[config.mk]
export PLATFORM = sky130hd
export DESIGN_NAME = lag1d_queue
export DESIGN_NICKNAME = d
export VERILOG_FILES = /design/src/hdl/lag1d_pkg.sv /design/src/hdl/lag1d_queue.sv
export SDC_FILE = /design/constraint.sdc
export NUM_CORES = 1
export LEC_CHECK = 0
export BUFFER_PORTS_ARGS = -buffer_cell sky130_fd_sc_hd__buf_2
export CORE_ASPECT_RATIO = 1.4
export CORE_MARGIN = 2
export CORE_UTILIZATION = 30
export CTS_CLUSTER_SIZE = 24
export DETAILED_ROUTE_END_ITERATION = 7
export GPL_ROUTABILITY_DRIVEN = 0
export PLACE_DENSITY = 0.6
export SYNTH_ARGS = -nofsm -noshare
export SYNTH_HDL_FRONTEND = slang
export SYNTH_SLANG_ARGS = --single-unit
[constraint.sdc]
create_clock -name clk -period 8.43 [get_ports clk]
set_input_delay 1.2645 -clock clk [delete_from_list [all_inputs] [get_ports clk]]
set_output_delay 1.2645 -clock clk [all_outputs]
set_load 0.05 [all_outputs]
[src/hdl/lag1d_pkg.sv]
// Shared constants, widths and types of the 1D Lagrange shape function block.
// Used by every module under hdl; depends on nothing else.
package lag1d_pkg;

  // Storage and number formats
  localparam int MAX_NODES       = 4;
  localparam int COORD_FRAC_BITS = 16;
  localparam int ROW_W           = (MAX_NODES > 1) ? $clog2(MAX_NODES) : 1;
  localparam int COORD_W         = 32;
  localparam int POLY_W          = 40;
  localparam int ACC_W           = 40;
  localparam int GRAD_W          = 48;
  localparam int JAC_W           = 40;
  localparam int DQ_W            = 36;
  localparam int NUM_W           = DQ_W + COORD_FRAC_BITS;
  localparam int DIV_STEPS       = (NUM_W + 1) / 2;
  localparam int NUM_PAD         = 2 * DIV_STEPS;
  localparam int QUEUE_DEPTH     = 2;

  // Port widths
  localparam int S_TDATA_W   = 136;
  localparam int M_TDATA_W   = 128;
  localparam int CFG_INDEX_W = 1;
  localparam int CFG_DATA_W  = 16;

  // Register indexes
  localparam logic [CFG_INDEX_W-1:0] REG_NODE_COUNT  = 1'b0;
  localparam logic [CFG_INDEX_W-1:0] REG_SING_THRESH = 1'b1;

  // Item kinds
  localparam logic MODE_LOAD = 1'b0;
  localparam logic MODE_EVAL = 1'b1;

  // One queued request, already classified by the front end
  typedef struct packed {
    logic                      mode;
    logic [1:0]                slot;
    logic signed [COORD_W-1:0] cx;
    logic signed [COORD_W-1:0] cy;
    logic signed [COORD_W-1:0] cz;
    logic signed [COORD_W-1:0] xi;
    logic                      scale;
  } lag1d_item_t;

  // Configuration seen by the back end
  typedef struct packed {
    logic [2:0]  node_count;
    logic [15:0] threshold;
  } lag1d_cfg_t;

  // Queue status towards its producer and consumer
  typedef struct packed {
    logic full;
    logic empty;
  } lag1d_qstat_t;

endpackage

[src/hdl/lag1d_queue.sv]
// Short request queue between the front and the back end.
// Depends on lag1d_pkg.
module lag1d_queue import lag1d_pkg::*; (
  input  logic         clk,
  input  logic         rst,
  input  logic         push,
  input  lag1d_item_t  push_item,
  input  logic         pop,
  output lag1d_item_t  head,
  output lag1d_qstat_t qstat
);

  localparam int PTR_W = (QUEUE_DEPTH > 1) ? $clog2(QUEUE_DEPTH) : 1;
  localparam int CNT_W = $clog2(QUEUE_DEPTH + 1);

  lag1d_item_t        slots [QUEUE_DEPTH];
  logic [PTR_W-1:0]   wr_ptr;
  logic [PTR_W-1:0]   rd_ptr;
  logic [CNT_W-1:0]   count;

  assign qstat.full  = count == CNT_W'(QUEUE_DEPTH);
  assign qstat.empty = count == '0;
  assign head        = slots[rd_ptr];

  // Payload store
  always_ff @(posedge clk) begin
    if (push) begin
      slots[wr_ptr] <= push_item;
    end
  end

  // Pointers and fill level
  always_ff @(posedge clk) begin
    if (rst) begin
      wr_ptr <= '0;
      rd_ptr <= '0;
      count  <= '0;
    end else begin
      if (push) begin
        wr_ptr <= (wr_ptr == PTR_W'(QUEUE_DEPTH - 1)) ? '0 : wr_ptr + 1'b1;
      end
      if (pop) begin
        rd_ptr <= (rd_ptr == PTR_W'(QUEUE_DEPTH - 1)) ? '0 : rd_ptr + 1'b1;
      end
      if (push && !pop) begin
        count <= count + 1'b1;
      end else if (pop && !push) begin
        count <= count - 1'b1;
      end
    end
  end

endmodule

==> impl_metrics.yaml, run 1 <==
worst_setup_path:
  path_cells: "buf_4, mux2_2, buf_2"
  arrival_ns: 2.88
  crit_slowest_cell: "buf_4"
  path_buf_inv: 2
  path_max_fanout: 63
  critical_path_required_ns: 7.17
  startpoint_type: "flop"
  crit_type: "reg -> out"
  path_delay_family: "buffers and inverters"
  worst_setup_path_end_kind: "output pin"
  max_stage_delay_ns: 0.81
logic_synthesis:
  synthCells: 433
  synth_seq_cells: 269
  synth_common_cells: "edfxtp_1 (264), mux2_4 (80), mux2_2 (52), buf_6 (9)"
  yosysUniqueCellTypes: 17
  synth_area_um2: 10100
  synthArstFlopShare_pct: 0
  synth_edf_count: 264
  synth_flop_cell: "edfxtp_1"
  avgSynthCellArea_um2: 23.2
  syn_nets: 570
  yosysTopAreaCellShare_pct: 78.8
  yosys.area.top_type: "edfxtp_1"
  yosysMostFrequentCell: "edfxtp_1"
  yosys-top-cells-area: "edfxtp_1 (79%), mux2_4 (12%), mux2_2 (5.8%)"
  yosysSeqAreaShare_pct: 79.8
  ys_warn_count: 0
timing:
  rsz0062_at_grt: "false"
  drv_slew: 0
  timing.fmax_mhz: 241
  fin_skew_ns: 0.0126
  tightest_slew_ns: 1.00
  hold_viol_final: 0
  fin_crit_sh_pct: 49.1
  slew_headroom_pct: 33.3
  setup_viol: 0
  fin_hold_ws_ns: 0.514
  fin_setup_tns_ns: 0
  fin_ws_ns: 4.29
  finalCriticalPeriod_ns: 4.14
routing:
  avgViaCountPerCell: 4.16
  route.antenna.remaining_nets: 0
  firstDrtPassIters: 4
  drt_drc_violations_left: 0
  first_iter_violations: 201
  routedWlPerCell_um: 16.6
  vias: 4947
  drt_wl_total_mm: 19.7
pwr:
  internal-power_uw: 2350
  netSwitchingFraction_pct: 27.5
  power_frac_seq_pct: 49.2
  combPwrFrac_pct: 17.1
  leakage_uw: 0.00485
  ir_drop_v: 0.000176
  cellPowerDensity_nw_per_um2: 255
  clkPwrFrac_pct: 33.7
  p_switching_uw: 888
floorplan:
  die_area_um2: 35000
  num_io_pins: 270
  core_area_um2: 33100
  die_x_um: 159
  die_h_um: 221
  num_rows: 79
  initial_core_util_pct: 30.4
job:
  drv_cap: 0
clock_network:
  cts_buffer_depth: 3
  clk_latency_ns: 0.54
  clk_pin_slew_ns: 0.06
  cts_tree: "built"
  cts_setup_buffers: 0
  htreeDepth: 1
  cts-root-buf: "clkbuf_16"
  cts-resized-gates: 0
  cts_buffers: 26
  cts.sinks: 269
  hold_buffers: 0
finish:
  fin_nets: 857
  fillers: 3070
  area_growth_pct: 26.1
  drive_above_1_share_pct: 60.0
grt:
  antenna_found_initial: 9
  grt_max_degree: 70
  grt_pass1_vias: 5158
  grt_pass1_wl_mm: 28.9
  grt.total_usage_pct: 10.7
  gr-total-overflow: 0
min_path:
  hold_class: "reg -> reg"
placement:
  portBuffers: 269
  place_ws_ns: 4.81
  dp_hpwl_mm: 12.8
status:
  outcome: "finished, final reports clean"
==> area by class of cell <==
cell class / count / area, µm² / area share, %
antenna: 5 / 12.5 / 0.0986
tap: 445 / 557 / 4.39
clock buffer: 31 / 691 / 5.45
multi-input combinational: 148 / 1900 / 15.0
clock inverter: 17 / 106 / 0.839
timing repair buffer: 274 / 1380 / 10.9
inverter: 1 / 3.75 / 0.0296
sequential: 269 / 8030 / 63.3
==> worst register-to-register path: stages (launching register included) <==
cell and delay (ns):
dfxtp_1 0.41, and2_4 0.76, buf_4 0.86
==> worst paths after layout <==
| check | cells past startpoint | slack, ns | end | start |
|---|---|---|---|---|
| worst min register to register | 2 | 0.51 | rd_ptr | rd_ptr |
| worst max-delay path | 3 | 4.29 | head[0] | flop |
| worst max register to register | 2 | 5.94 | slots[1][109] | wr_ptr |
| worst min-delay path | 2 | 0.51 | rd_ptr | rd_ptr |
==> logic make-up after synthesis <==
| logic type | count (synthesis) | synth area share (%) |
|---|---|---|
| adders and majority gates | 1 | 0.124 |
| xor gates and xnor gates | 4 | 0.348 |
| DFF | 269 | 79.8 |
| buffers and inverters | 16 | 1.44 |
| muxes | 132 | 17.8 |
| and+or+nand+nor | 9 | 0.435 |
| AOI/OAI and AO/OA | 2 | 0.0994 |
==> power groups by stage <==
stage | Sequential (µW) | Clock (µW) | Combinational [µW]
finish | 1590 | 1090 | 554
global route | 1600 | 1180 | 582
CTS | 1590 | 1140 | 563
detailed placement | 1620 | 0 | 562
global placement | 1620 | 0 | 560
floorplan | 1620 | 0 | 443
==> layout by cell type, fill, tap and decap left out, drive strengths merged <==
cell and count:
and2 1, clkinv 16, a21oi 1, edfxtp 264, bufinv 1, xor2 2, clkbuf 31, diode 5
inv 1, buf 274, ha 1, nor2 5, mux2 132, or3 1, dfxtp 5, nor2b 2
o21ai 1, xnor2 2
==> per-stage QoR <==
| step | cell area (µm²) | cells | power [µW] | util (%) |
|---|---|---|---|---|
| 2_1_floorplan | 10100 | 433 | 2060 | - |
| 3_3_place_gp | 11900 | 1137 | 2180 | 35.9 |
| 3_5_place_dp | 11900 | 1137 | 2180 | 35.9 |
| 4_1_cts | 12700 | 1185 | 3290 | 38.3 |
| 5_1_grt | 12700 | 1189 | 3360 | 38.3 |
| 6_report | 12700 | 1190 | 3230 | 38.3 |
==> routing by layer <==
layer  share of wire [%]  GRT usage, %
met5                0.21             0
met2                  53          19.3
met4                 3.2          5.32
met3                 8.2          3.96
met1                  36          11.1
==> state kept, by name (all words and copies together) (netlist names), named ones only <==
signal / cells
wr_ptr: 1
rd_ptr: 1
slots: 264
count: 2
Note: power is estimated with default switching activity, not from simulation.
==> run 2: changes to the inputs <==
PLACE_DENSITY = 0.62   (was 0.6)
clock period = 3.4 ns   (was 8.43 ns; I/O delays follow)
==> impl_metrics.yaml, run 2 (same netlist as run 1, synthesis figures left out) <==
worst_setup_path:
  critical_path_required_ns: 2.89
  r2r_start: "wr_ptr"
  path_max_fanout: 40
  r2r_slack_ns: 1.62
  arrival_ns: 2.20
  startpoint_type: "flop"
  worstRegToRegCells: 2
  crit_type: "reg -> out"
  endpoint: "head[28]"
  regToRegEndpoint: "slots[1][65]"
  worst_setup_path_end_kind: "output pin"
timing:
  fin_crit_sh_pct: 79.6
  fin_skew_ns: 0.0124
  setup_viol: 0
  slew_headroom_pct: 67.2
  fin_setup_tns_ns: 0
  fin_ws_ns: 0.692
  drv_slew: 0
  timing.fmax_mhz: 369
  rsz0062_at_grt: "false"
  tightest_slew_ns: 0.492
  hold_viol_final: 0
  finalCriticalPeriod_ns: 2.71
clock_network:
  cts.sinks: 269
  clk_pin_slew_ns: 0.06
  hold_buffers: 0
  cts-resized-gates: 0
  cts_tree: "built"
  cts-root-buf: "clkbuf_16"
  clk_latency_ns: 0.53
  cts_buffers: 26
  cts_setup_buffers: 0
  htreeDepth: 1
  cts_buffer_depth: 3
grt:
  grt_pass1_vias: 5049
  grt_max_degree: 75
  antenna_found_initial: 3
  grt_pass1_wl_mm: 28.3
  gr-total-overflow: 0
  grt.total_usage_pct: 10.4
routing:
  drt_wl_total_mm: 19.3
  routedWlPerCell_um: 16.3
  firstDrtPassIters: 4
  vias: 4907
  route.antenna.remaining_nets: 0
  avgViaCountPerCell: 4.14
  drt_drc_violations_left: 0
  first_iter_violations: 241
finish:
  largest-register: "slots"
  area_growth_pct: 26.7
  stdcell_count: 1186
  final_common_cell: "buf_2"
  reg_top3: "slots (264), count (2)"
  drive_above_1_share_pct: 59.9
  largest_reg_flops: 264
  fin_nets: 860
  final_cell_mix: "buf_2 (269), edfxtp_1 (264), mux2_4 (80)"
  antenna_cells: 0
floorplan:
  num_rows: 79
  die_area_um2: 35000
  num_io_pins: 270
  core_area_um2: 33100
  die_h_um: 221
  die_x_um: 159
  initial_core_util_pct: 30.4
min_path:
  hold_class: "in -> reg"
placement:
  dp.cells: 1140
  portBuffers: 269
  dp_hpwl_mm: 12.9
  place_ws_ns: 1.20
pwr:
  ir_drop_v: 0.000449
  cellPowerDensity_nw_per_um2: 628
  leakage_uw: 0.00487
status:
  outcome: "finished, final reports clean"
job:
  drv_cap: 0
run 2: worst min-delay path by stage:
stage / end / cells past startpoint / slack [ns] / from
3_3_place_gp: count[1] / 2 / 0.48 / count[1]
2_1_floorplan: count[1] / 2 / 0.46 / count[1]
6_report: slots[1][121] / 1 / 0.16 / push_item[121]
4_1_cts: slots[1][6] / 1 / 0.13 / push_item[6]
3_5_place_dp: count[1] / 2 / 0.50 / count[1]
5_1_grt: slots[1][3] / 1 / 0.13 / push_item[3]
run 2: layout make-up:
cell class | count | area, µm²
Inverter | 1 | 3.75
Multi-Input combinational cell | 148 | 1900
Fill cell | 3052 | 20400
Timing Repair Buffer | 277 | 1470
Clock inverter | 10 | 75.1
Tap cell | 445 | 557
Sequential cell | 269 | 8030
Clock buffer | 36 | 709
run 2: layer usage:
metal	routed length (µm)	global-route usage, %	vias to the layer above
met1	7080	11.3	2392
met5	27	0	-
met2	10200	18.7	176
met3	1490	3.47	35
met4	505	4.25	4
li1	-	-	2300
run 2: critical path: stages, from the launching register on:
cell and delay, ns:
dfxtp_4 0.65, buf_12 0.34, mux2_2 0.41, buf_2 0.22
run 2: power breakdown:
| part | leakage, µW | internal [µW] | total [µW] | switching (µW) |
|---|---|---|---|---|
| registers | 0.00252 | 3870 | 3930 | 61.8 |
| logic | 0.00197 | 437 | 1400 | 961 |
| clock network | 0.000378 | 1530 | 2670 | 1140 |
| total | 0.00487 | 5830 | 8000 | 2170 |
run 2: stage by stage:
step	hold slack, ns	power, µW	util, %	area [µm²]
floorplan	0.461	5090	-	10100
global placement	0.481	5410	36.1	12000
detailed placement	0.496	5430	36.1	12000
CTS	0.128	8120	38.5	12700
global route	0.132	8300	38.5	12700
finish	0.162	8000	38.5	12700
