$ cat src/hdl/lag1d_pkg.sv
// Shared constants, widths and types of the 1D Lagrange shape function block.
// Used by every module under hdl; depends on nothing else.
package lag1d_pkg;

  // Storage and number formats
  localparam int MAX_NODES       = 4;
  localparam int COORD_FRAC_BITS = 16;
  localparam int ROW_W           = (MAX_NODES > 1) ? $clog2(MAX_NODES) : 1;
  localparam int COORD_W         = 32;
  localparam int POLY_W          = 40;
  localparam int ACC_W           = 40;
  localparam int GRAD_W          = 48;
  localparam int JAC_W           = 40;
  localparam int DQ_W            = 36;
  localparam int NUM_W           = DQ_W + COORD_FRAC_BITS;
  localparam int DIV_STEPS       = (NUM_W + 1) / 2;
  localparam int NUM_PAD         = 2 * DIV_STEPS;
  localparam int QUEUE_DEPTH     = 2;

  // Port widths
  localparam int S_TDATA_W   = 136;
  localparam int M_TDATA_W   = 128;
  localparam int CFG_INDEX_W = 1;
  localparam int CFG_DATA_W  = 16;

  // Register indexes
  localparam logic [CFG_INDEX_W-1:0] REG_NODE_COUNT  = 1'b0;
  localparam logic [CFG_INDEX_W-1:0] REG_SING_THRESH = 1'b1;

  // Item kinds
  localparam logic MODE_LOAD = 1'b0;
  localparam logic MODE_EVAL = 1'b1;

  // One queued request, already classified by the front end
  typedef struct packed {
    logic                      mode;
    logic [1:0]                slot;
    logic signed [COORD_W-1:0] cx;
    logic signed [COORD_W-1:0] cy;
    logic signed [COORD_W-1:0] cz;
    logic signed [COORD_W-1:0] xi;
    logic                      scale;
  } lag1d_item_t;

  // Configuration seen by the back end
  typedef struct packed {
    logic [2:0]  node_count;
    logic [15:0] threshold;
  } lag1d_cfg_t;

  // Queue status towards its producer and consumer
  typedef struct packed {
    logic full;
    logic empty;
  } lag1d_qstat_t;

endpackage

$ cat src/hdl/lag1d_front.sv
// Front end: accepts input requests, holds the configuration registers,
// drops out-of-range loads and saturates xi. Depends on lag1d_pkg.
module lag1d_front import lag1d_pkg::*; (
  input  logic                   clk,
  input  logic                   rst,
  input  logic                   s_tvalid,
  output logic                   s_tready,
  // node_slot[1:0], coord_x[33:2], coord_y[65:34], coord_z[97:66], xi[129:98],
  // scale_by_jacobian[130], zero fill above
  input  logic [S_TDATA_W-1:0]   s_tdata,
  // mode[0]
  input  logic                   s_tuser,
  input  logic                   cfg_valid,
  output logic                   cfg_ready,
  input  logic [CFG_INDEX_W-1:0] cfg_index,
  input  logic [CFG_DATA_W-1:0]  cfg_data,
  input  lag1d_qstat_t           qstat,
  output logic                   push,
  output lag1d_item_t            push_item,
  output lag1d_cfg_t             cfg
);

  localparam logic signed [COORD_W-1:0] XI_ONE = 32'sd1073741824;

  logic signed [COORD_W-1:0] xi_in;
  logic                      slot_ok;

  // Configuration writes are always taken
  assign cfg_ready = 1'b1;

  always_ff @(posedge clk) begin
    if (rst) begin
      cfg.node_count <= 3'd2;
      cfg.threshold  <= 16'd1;
    end else if (cfg_valid) begin
      case (cfg_index)
        REG_NODE_COUNT:  cfg.node_count <= cfg_data[2:0];
        REG_SING_THRESH: cfg.threshold  <= cfg_data;
        default: ;
      endcase
    end
  end

  // Classify and unpack the request
  assign s_tready = !qstat.full;
  assign xi_in    = s_tdata[129:98];
  assign slot_ok  = {1'b0, s_tdata[1:0]} < 3'(MAX_NODES);

  always_comb begin
    push_item.mode  = s_tuser;
    push_item.slot  = s_tdata[1:0];
    push_item.cx    = s_tdata[33:2];
    push_item.cy    = s_tdata[65:34];
    push_item.cz    = s_tdata[97:66];
    push_item.scale = s_tdata[130];
    if (xi_in > XI_ONE) begin
      push_item.xi = XI_ONE;
    end else if (xi_in < -XI_ONE) begin
      push_item.xi = -XI_ONE;
    end else begin
      push_item.xi = xi_in;
    end
  end

  // Loads to a slot beyond the node store are dropped here
  assign push = s_tvalid && s_tready && ((s_tuser == MODE_EVAL) || slot_ok);

endmodule

$ cat config.mk
export PLATFORM = sky130hd
export DESIGN_NAME = lag1d_front
export DESIGN_NICKNAME = d
export VERILOG_FILES = /design/src/hdl/lag1d_pkg.sv /design/src/hdl/lag1d_front.sv
export SDC_FILE = /design/constraint.sdc
export NUM_CORES = 1
export LEC_CHECK = 0
export BUFFER_PORTS_ARGS = -buffer_cell sky130_fd_sc_hd__buf_2
export CORE_AREA = 3 3 122 124
export DETAILED_ROUTE_END_ITERATION = 8
export DIE_AREA = 0 0 125 127
export PLACE_DENSITY = 0.45
export SYNTH_ARGS = -nofsm -noshare
export SYNTH_HDL_FRONTEND = slang
export SYNTH_SLANG_ARGS = --single-unit
$ cat constraint.sdc
create_clock -name clk -period 2.85 [get_ports clk]
set_clock_uncertainty 0.1 [all_clocks]
set_input_delay 0.855 -clock clk [delete_from_list [all_inputs] [get_ports clk]]
set_output_delay 0.855 -clock clk [all_outputs]
set_load 0.05 [all_outputs]
==> results.md, run 1 <==
* Die Span Y at 127 microns
* DP HPWL at 4560 microns
* Final core utilization at 17.9%
* Final nets at between 400 and 500
* Post-synth top area share at between 40% and 50%
* Max reg flops at 19
* LEAKAGE at ~0.0011 uW
* Via density at between 3 and 4
* Pwr Density at 417 nW/um^2
* Initial antenna violation count at 0
* Final setup viols at 30
* Final slew viol count at 0
* CTS Buf Count at 3
* Biggest register: cfg
* Number of global-route vias before repair at 1640
* Yosys warns at 0
* Layout area overhead at 37.1%
* ANT cells at 0
* Gr ovfl total at 0
* Postcts setup bufs at 0
* Std-Cell Rows at 43
* Avg WL per Cell at 11.8 microns
* Synth area leaders: buf_4, dfxtp_1, nand2_1, nor2_1, a21oi_1
* Via count at approximately 1700
* Inst Count DP at between 400 and 500
* DRT Pass-1 Iters at 4
* Worst IR Drop VDD at roughly 0.34 mV
* Fin. Hold Viols at 0
* Worst min-delay path class: reg -> reg
* Yosys reg bits at 19
* First-pass GRT wire length at 8280 microns
* Startpoint Class: input port
* Sw power at 401 uW
* Starting Density at a little over an eighth
* Num ports at 314
* Later-pin clock latency in the skew report at 0.25 ns
* Sequential Power Share at 27.5%
* H-tree lvl count at 1
* Largest net degree at the start of global routing at 29
* Crit Path Class: in -> out
* Share of cells above drive strength 1 at 57.7%
* Post-placement cell area at between 2000 and 2500 sq um
* Mapped Nets at 425
* Clock Power Share at 28.8%
* DIE AREA at 15900 sq um
* Syn Inst Count at 265
* CTS sink count at 19
* Iteration-0 DRC Markers at 24
* Max_cap viols at 0
* WP data arrival at 2.38 ns
* Synth cell types at 23
* Die W at between 100 and 150 microns
* Synth Cell Area at 1810 sq um
* Post-Route WL at about 5400 microns
* Mapped Avg Cell Area at just under 7 sq um
* Placeable Area at 13900 sq um
* Internal Dissipation at 634 uW
* CP endpoint kind: output pin
* Total track usage at 6.32%
* Slack of the critical path at -0.480 ns
* RSZ-0062 raised after global routing: yes
* Seq/Total Area, Yosys at between 20% and 30%
* PnR Total Power at 1040 uW
* Number of buffers on the longest clock path at 2
* Port bufs at 106
* Tightest Pin Transition at 0.660 ns
* Status: complete, but fails checks
* Violated checks: setup timing
* Fmax at 0.300 GHz
* Placer Congestion at 0.847
* Non-Filler Instances at ~460
* Yosys top cell by area: buf_4
* Largest regs: cfg: 19 flops
* CTS root buffer: clkbuf_16
* Net Sw Frac at 38.8%
* Max FO, Critical Path at 17
* Final min period at 3.33 ns
* CTS tree: built
* Fin area at roughly 2500 sq um
* Post-DRT Antenna Nets at 0
* WP data required at 1.90 ns
* CTS Hold Buffers Added at 0
* Comb pwr share at 43.8%
* Reg clk slew, reported paths at 0.06 ns
* Residual DRC count at 0
* Final hold slack at 0.352 ns
* Slew margin rel. at a little under three fifths
* Tcrit/Tclk final at 117%
-- power groups by stage --
stage	sequential (uW)	clock (uW)	combinational (uW)
after floorplan	335	0	614
after global placement	290	0	407
after detailed placement	290	0	411
after CTS	285	312	453
after global routing	286	317	477
final	285	298	453
-- path summary, 6_finish.rpt --
check | slack (ns) | endpoint | cells after the start | start
setup reg to reg | 1.94 | cfg[17] | 2 | cfg[17]
setup / recovery | -0.48 | push_item[11] | 7 | s_tdata[100]
hold reg to reg | 0.35 | cfg[4] | 2 | cfg[4]
hold / removal | 0.35 | cfg[4] | 2 | cfg[4]
-- cell usage in the layout (no fill, tap or decap), drive strengths merged --
| cell type | instances |
|---|---|
| and2 | 1 |
| or2 | 1 |
| inv | 1 |
| a21oi | 15 |
| conb | 1 |
| dfxtp | 19 |
| nand2b | 2 |
| and4 | 1 |
| buf | 125 |
| mux2i | 2 |
| a41oi | 1 |
| or4 | 1 |
| nor4 | 7 |
| nor2 | 32 |
| nor2b | 3 |
| clkbuf | 4 |
| a211o | 1 |
| nand2 | 63 |
| nand3b | 1 |
-- what timing repair did --
| item | in CTS | in global routing |
|---|---|---|
| hold endpoints to repair | 0 | 0 |
| pin swaps | 1 | 0 |
| gates resized for setup | 58 | 5 |
| setup endpoints to repair | 30 | 30 |
-- per-layer routing --
layer	vias to the layer above	GRT usage, %	routed length [microns]
met5	-	0	0
met4	0	4.66	320
met3	45	2.34	735
met2	130	11.6	2710
met1	722	5.69	1680
li1	756	-	-
-- cell families after synthesis --
| kind of cell | synth area share, % |
|---|---|
| flip-flops | 21.0 |
| multiplexers | 1.11 |
| AND/OR/NAND/NOR | 26.3 |
| other | 0.207 |
| AO/OA/AOI/OAI | 5.53 |
| buffers and inverters | 45.8 |
-- final cells by class --
class | instances | area, sq um
fillers | 1547 | 11400
repair buffers | 125 | 947
multi-input cells | 132 | 847
flip-flops and latches | 19 | 380
well taps | 180 | 225
clock buffers | 4 | 78.8
inverters | 1 | 3.75
-- Yosys cell counts --
cell type,number
buf_4,101
nand2_1,63
nor2_1,31
dfxtp_1,19
a21oi_1,15
clkbuf_1,8
nor4_1,6
buf_6,3
nor2b_1,3
mux2i_1,2
nand2b_1,2
a211o_1,1
a41oi_2,1
and2_1,1
and4_1,1
buf_1,1
conb_1,1
inv_1,1
nand3b_1,1
nor2_2,1
nor4_2,1
or2_2,1
or4_1,1
-- per-stage QoR --
step | setup WS, ns | TNS [ns]
2_1_floorplan | -0.302 | -9.06
3_3_place_gp | -0.582 | -16.88
3_5_place_dp | -0.591 | -17.14
4_1_cts | -0.493 | -14.39
5_1_grt | -0.535 | -15.41
6_report | -0.480 | -13.78
-- critical path: stages --
cell	delay [ns]
buf_6	0.09
or4_4	0.55
nor4_4	0.19
a41oi_4	0.19
buf_12	0.22
nor2_4	0.11
buf_8	0.15
Power figures use the tool's default switching activity.
==> run 2, diff against run 1 <==
Settings changed: PLACE_DENSITY 0.45 to 0.52, SKIP_LAST_GASP from default to 1.
==> results.md, run 2 (synthesized netlist as in run 1, its figures left out) <==
* Status: complete, but fails checks
* Violated checks: setup timing
* Comb pwr share at 43.0%
* Fin. Hold Viols at 0
* Std-Cell Rows at 43
* DIE AREA at 15900 sq um
* Max_cap viols at 0
* Placeable Area at approximately 14000 sq um
* H-tree lvl count at 1
* Tcrit/Tclk final at 119%
* Num ports at 314
* DRT Pass-1 Iters at 4
* ANT cells at 0
* Biggest register: cfg
* Commonest non-fill, non-tap cell in the layout: buf_2
* Share of cells above drive strength 1 at 57.2%
* Post-DRT Antenna Nets at 0
* Max reg flops at 19
* Slack of the critical path at -0.536 ns
* Number of buffers on the longest clock path at 2
* Buffer and inverter count on the worst path at 3
* Startpoint Class: input port
* Residual DRC count at 0
* Sw power at 393 uW
* Via count at 1649
* Initial antenna violation count at 0
* RSZ-0062 raised after global routing: yes
* Final min period at approximately 3.4 ns
* Port bufs at 106
* Sequential Power Share at 28.2%
* DP HPWL at 4550 microns
* Non-Filler Instances at 458
* Tightest Pin Transition at 0.602 ns
* Final nets at 439
* Die W at 125 microns
* Crit Path Class: in -> out
* Via density at 3.60
* Layout area overhead at 31.3%
* Crit-path cells: buf_2, or4_4, nor4_4, a41oi_4, buf_12, nor2_4, buf_4
* Placer Congestion at 0.872
* Pwr Density at 425 nW/um^2
* Post-Route WL at 5500 microns
* Final setup viols at 30
* WP data required at 1.90 ns
* LEAKAGE at ~0.0011 uW
* WP data arrival at about 2.4 ns
* CTS root buffer: clkbuf_16
* Worst IR Drop VDD at 0.354 mV
* CTS sink count at 19
* Largest net degree at the start of global routing at 31
* Most frequent cells in the layout: buf_2, nand2_1, nor2_4, buf_4, dfxtp_1
* Internal Dissipation at about 620 uW
* Number of global-route vias before repair at around 1700
* Postcts setup bufs at 0
* Worst path max stage delay at 0.56 ns
* Total track usage at 6.71%
* CTS tree: built
* Inst Count DP at 454
* Later-pin clock latency in the skew report at between 0.2 and 0.3 ns
* Fmax at 0.295 GHz
* Starting Density at around an eighth
* CTS Hold Buffers Added at 0
* Placement Setup Slack at -0.607 ns
* Iteration-0 DRC Markers at 20
* Max FO, Critical Path at 17
* Slew margin rel. at 59.9%
* Reg clk slew, reported paths at 0.05 ns
* Worst min-delay path class: reg -> reg
* Final slew viol count at 0
* Avg WL per Cell at 12.0 microns
* Top delay family on crit path: simple AND/OR/NAND/NOR gates
* Gr ovfl total at 0
* CTS Buf Count at 3
* Max stage delay cell, worst path: or4_4
* Net Sw Frac at 38.9%
* First-pass GRT wire length at 8680 microns
* Clock Power Share at 28.9%
* Die Span Y at 127 microns
* Largest regs: cfg: 19 flops
* CP endpoint kind: output pin
[run 2: changes by cell type in the layout (fill, tap and decap cells not counted)]
cell,before,now
buf_6,25,11
buf_4,16,29
buf_8,5,0
buf_2,74,76
buf_12,5,6
[run 2: final timing paths]
path / slack, ns / cells past startpoint / start / endpoint
worst max-delay path: -0.54 / 7 / s_tdata[100] / push_item[20]
worst min-delay path: 0.35 / 2 / cfg[12] / cfg[12]
worst max register to register: 1.94 / 2 / cfg[17] / cfg[17]
worst min register to register: 0.35 / 2 / cfg[12] / cfg[12]
[run 2: metal layers]
| metal | track usage [%] | part of all wire, % | vias up |
|---|---|---|---|
| met2 | 11.3 | 47 | 134 |
| li1 | - | - | 748 |
| met3 | 1.80 | 11 | 49 |
| met1 | 6.71 | 34 | 718 |
| met5 | 0 | 0 | - |
| met4 | 6.31 | 8.0 | 0 |
[run 2: cell type report]
type / instances / area [sq um]
well taps: 180 / 225
clock buffers: 4 / 78.8
fillers: 1565 / 11500
flip-flops and latches: 19 / 380
inverters: 1 / 3.75
multi-input cells: 132 / 847
repair buffers: 122 / 842
[run 2: worst reg2reg max path: stages, from the launching register on]
cell and delay, ns:
dfxtp_1 0.31, nor2b_1 0.12, a211o_1 0.27
[run 2: per-stage QoR]
stage	power, uW	instance area, sq um	hold slack, ns	util [%]	setup TNS [ns]
global placement	698	2190	0.340	15.8	-16.93
detailed placement	703	2190	0.348	15.8	-17.37
finish	1010	2380	0.354	17.1	-14.94
global route	1060	2380	0.372	17.1	-16.90
floorplan	949	2050	0.574	-	-9.06
CTS	1030	2370	0.357	17.1	-15.44
[run 2: power groups by stage]
stage / clock, uW / combinational [uW] / sequential [uW]
6_report: 292 / 434 / 285
5_1_grt: 313 / 461 / 286
4_1_cts: 305 / 437 / 285
3_5_place_dp: 0 / 412 / 290
3_3_place_gp: 0 / 408 / 290
2_1_floorplan: 0 / 614 / 335
[run 2: repair_timing]
item | 4_1_cts | 5_1_grt
setup endpoints to repair | 30 | 30
gates resized for setup | 36 | 2
pin swaps | 1 | 0
==> run 3, diff against run 2 <==
Settings changed: CELL_PAD_IN_SITES_DETAIL_PLACEMENT from default to 1, CELL_PAD_IN_SITES_GLOBAL_PLACEMENT from default to 1, CORE_AREA 3 3 122 124 to default, CORE_ASPECT_RATIO from default to 0.75, CORE_MARGIN from default to 3, CORE_UTILIZATION from default to 14, DIE_AREA 0 0 125 127 to default, PLACE_DENSITY 0.52 to 0.85, SLEW_MARGIN from default to 0.
==> results.md, run 3 (synthesized netlist as in run 1, its figures left out) <==
* Fin. Hold Viols at 0
* Post-placement cell area at 2150 sq um
* Largest regs: cfg: 19 flops
* CTS Buf Count at 3
* Final setup viols at 30
* DRT Pass-1 Iters at 3
* CTS tree: built
* Placement Setup Slack at -0.600 ns
* Residual DRC count at 0
* Placeable Area at around 12000 sq um
* Gr ovfl total at 0
* Tcrit/Tclk final at 118%
* RSZ-0062 raised after global routing: yes
* Tightest Pin Transition at 0.546 ns
* Share of cells above drive strength 1 at 58.9%
* Internal Dissipation at 613 uW
* LEAKAGE at between 0.001 and 0.0015 uW
* WP data arrival at 2.42 ns
* DIE AREA at 14300 sq um
* Commonest non-fill, non-tap cell in the layout: buf_2
* Die W at roughly 140 microns
* ANT cells at 0
* Startpoint Class: input port
* Status: complete, but fails checks
* Port bufs at 106
* Crit-path cells: buf_2, or4_4, nor4_4, a41oi_4, buf_12, nor2_4, buf_4
* Buffer and inverter count on the worst path at 3
* H-tree lvl count at 1
* Max reg flops at 19
* Net Sw Frac at 39.0%
* Wl on met1 at 1730 microns
* PnR Total Power at about 1000 uW
* Sw power at about 400 uW
* Std-Cell Rows at 35
* Worst IR Drop VDD at ~0.37 mV
* Total track usage at 7.19%
* Slack of the critical path at -0.521 ns
* Die Span Y at 104 microns
* Final min period at 3.37 ns
* Fin area at 2370 sq um
* Final core utilization at 19.1%
* Pwr Density at 423 nW/um^2
* Biggest register: cfg
* Num ports at 314
* Clock Power Share at 28.5%
* DR top layer: met4
* Worst path max stage delay at 0.54 ns
* Avg WL per Cell at 12.4 microns
* Top delay family on crit path: simple AND/OR/NAND/NOR gates
* Layout area overhead at 31.0%
* CP endpoint kind: output pin
* Max_cap viols at 0
* Sequential Power Share at 28.4%
* Largest net degree at the start of global routing at 23
* Slew margin rel. at 63.5%
* Number of global-route vias before repair at 1774
* Violated checks: setup timing
* Number of buffers on the longest clock path at 2
* Later-pin clock latency in the skew report at 0.25 ns
* Fmax at around 0.3 GHz
* Reg clk slew, reported paths at 0.05 ns
* CTS sink count at 19
* First-pass GRT wire length at between 8000 and 9000 microns
* Crit Path Class: in -> out
* Comb pwr share at 43.1%
* Final slew viol count at 0
* Initial antenna violation count at 0
* Final nets at approximately 450
* Iteration-0 DRC Markers at 9
* CTS root buffer: clkbuf_16
* Most frequent cells in the layout: buf_2, nand2_1, buf_4, nor2_4, dfxtp_1
* Met3 wire length at 901 microns
* WP data required at 1.90 ns
* DP HPWL at about 4600 microns
* Worst min-delay path class: reg -> reg
* Placer Congestion at about 0.65
* Starting Density at 14.6%
* Post-DRT Antenna Nets at 0
* Via count at 1676
* WL met2 at 2690 microns
* Post-Route WL at around 5600 microns
* Max FO, Critical Path at 22
* Max stage delay cell, worst path: or4_4
* Via density at 3.72
-- run 3: cell types whose count changed in the layout (fill, tap and decap cells not counted), sizes merged --
cell	previous run	this run
buf	122	129
clkbuf	4	3
clkinv	0	1
-- run 3: timing repair --
action	in CTS	in global routing
setup endpoints to repair	30	30
hold buffers	0	0
pin swaps	0	1
resized for setup	36	9
buffers inserted	0	0
-- run 3: cell type report --
class	count	area, sq um
Fill cell	1514	10100
Multi-Input combinational cell	132	853
Timing Repair Buffer	129	847
Sequential cell	19	380
Tap cell	166	208
Clock buffer	3	75.1
Clock inverter	1	5.00
Inverter	1	3.75
-- run 3: tightest hold or removal path: stages, from the launching register on --
cell	delay, ns
dfxtp_1	0.31
nand2_1	0.05
a21oi_1	0.05
-- run 3: power by group through the flow --
| stage | combinational [uW] | clock [uW] | sequential (uW) |
|---|---|---|---|
| finish | 433 | 286 | 285 |
| global placement | 399 | 0 | 290 |
| floorplan | 614 | 0 | 335 |
| detailed placement | 405 | 0 | 291 |
| CTS | 429 | 294 | 285 |
| global route | 460 | 303 | 287 |
-- run 3: per-stage QoR --
stage	setup TNS (ns)	hold WS, ns	std cells
2_1_floorplan	-9.06	0.574	265
3_3_place_gp	-17.25	0.341	447
3_5_place_dp	-17.39	0.350	447
4_1_cts	-15.30	0.358	451
5_1_grt	-16.81	0.372	451
6_report	-14.69	0.355	451
-- run 3: worst paths after layout --
| path | slack [ns] | to | depth (start not counted) | start |
|---|---|---|---|---|
| max | -0.52 | push_item[12] | 7 | s_tdata[101] |
| min | 0.35 | cfg[7] | 2 | cfg[7] |
| max reg2reg | 1.94 | cfg[17] | 2 | cfg[17] |
| min reg2reg | 0.35 | cfg[7] | 2 | cfg[7] |
-- run 3: metal layers --
layer	vias to the layer above	track usage, %
met5	-	0
met4	0	4.77
met3	29	4.16
met2	146	13.0
met1	739	5.74
li1	762	-
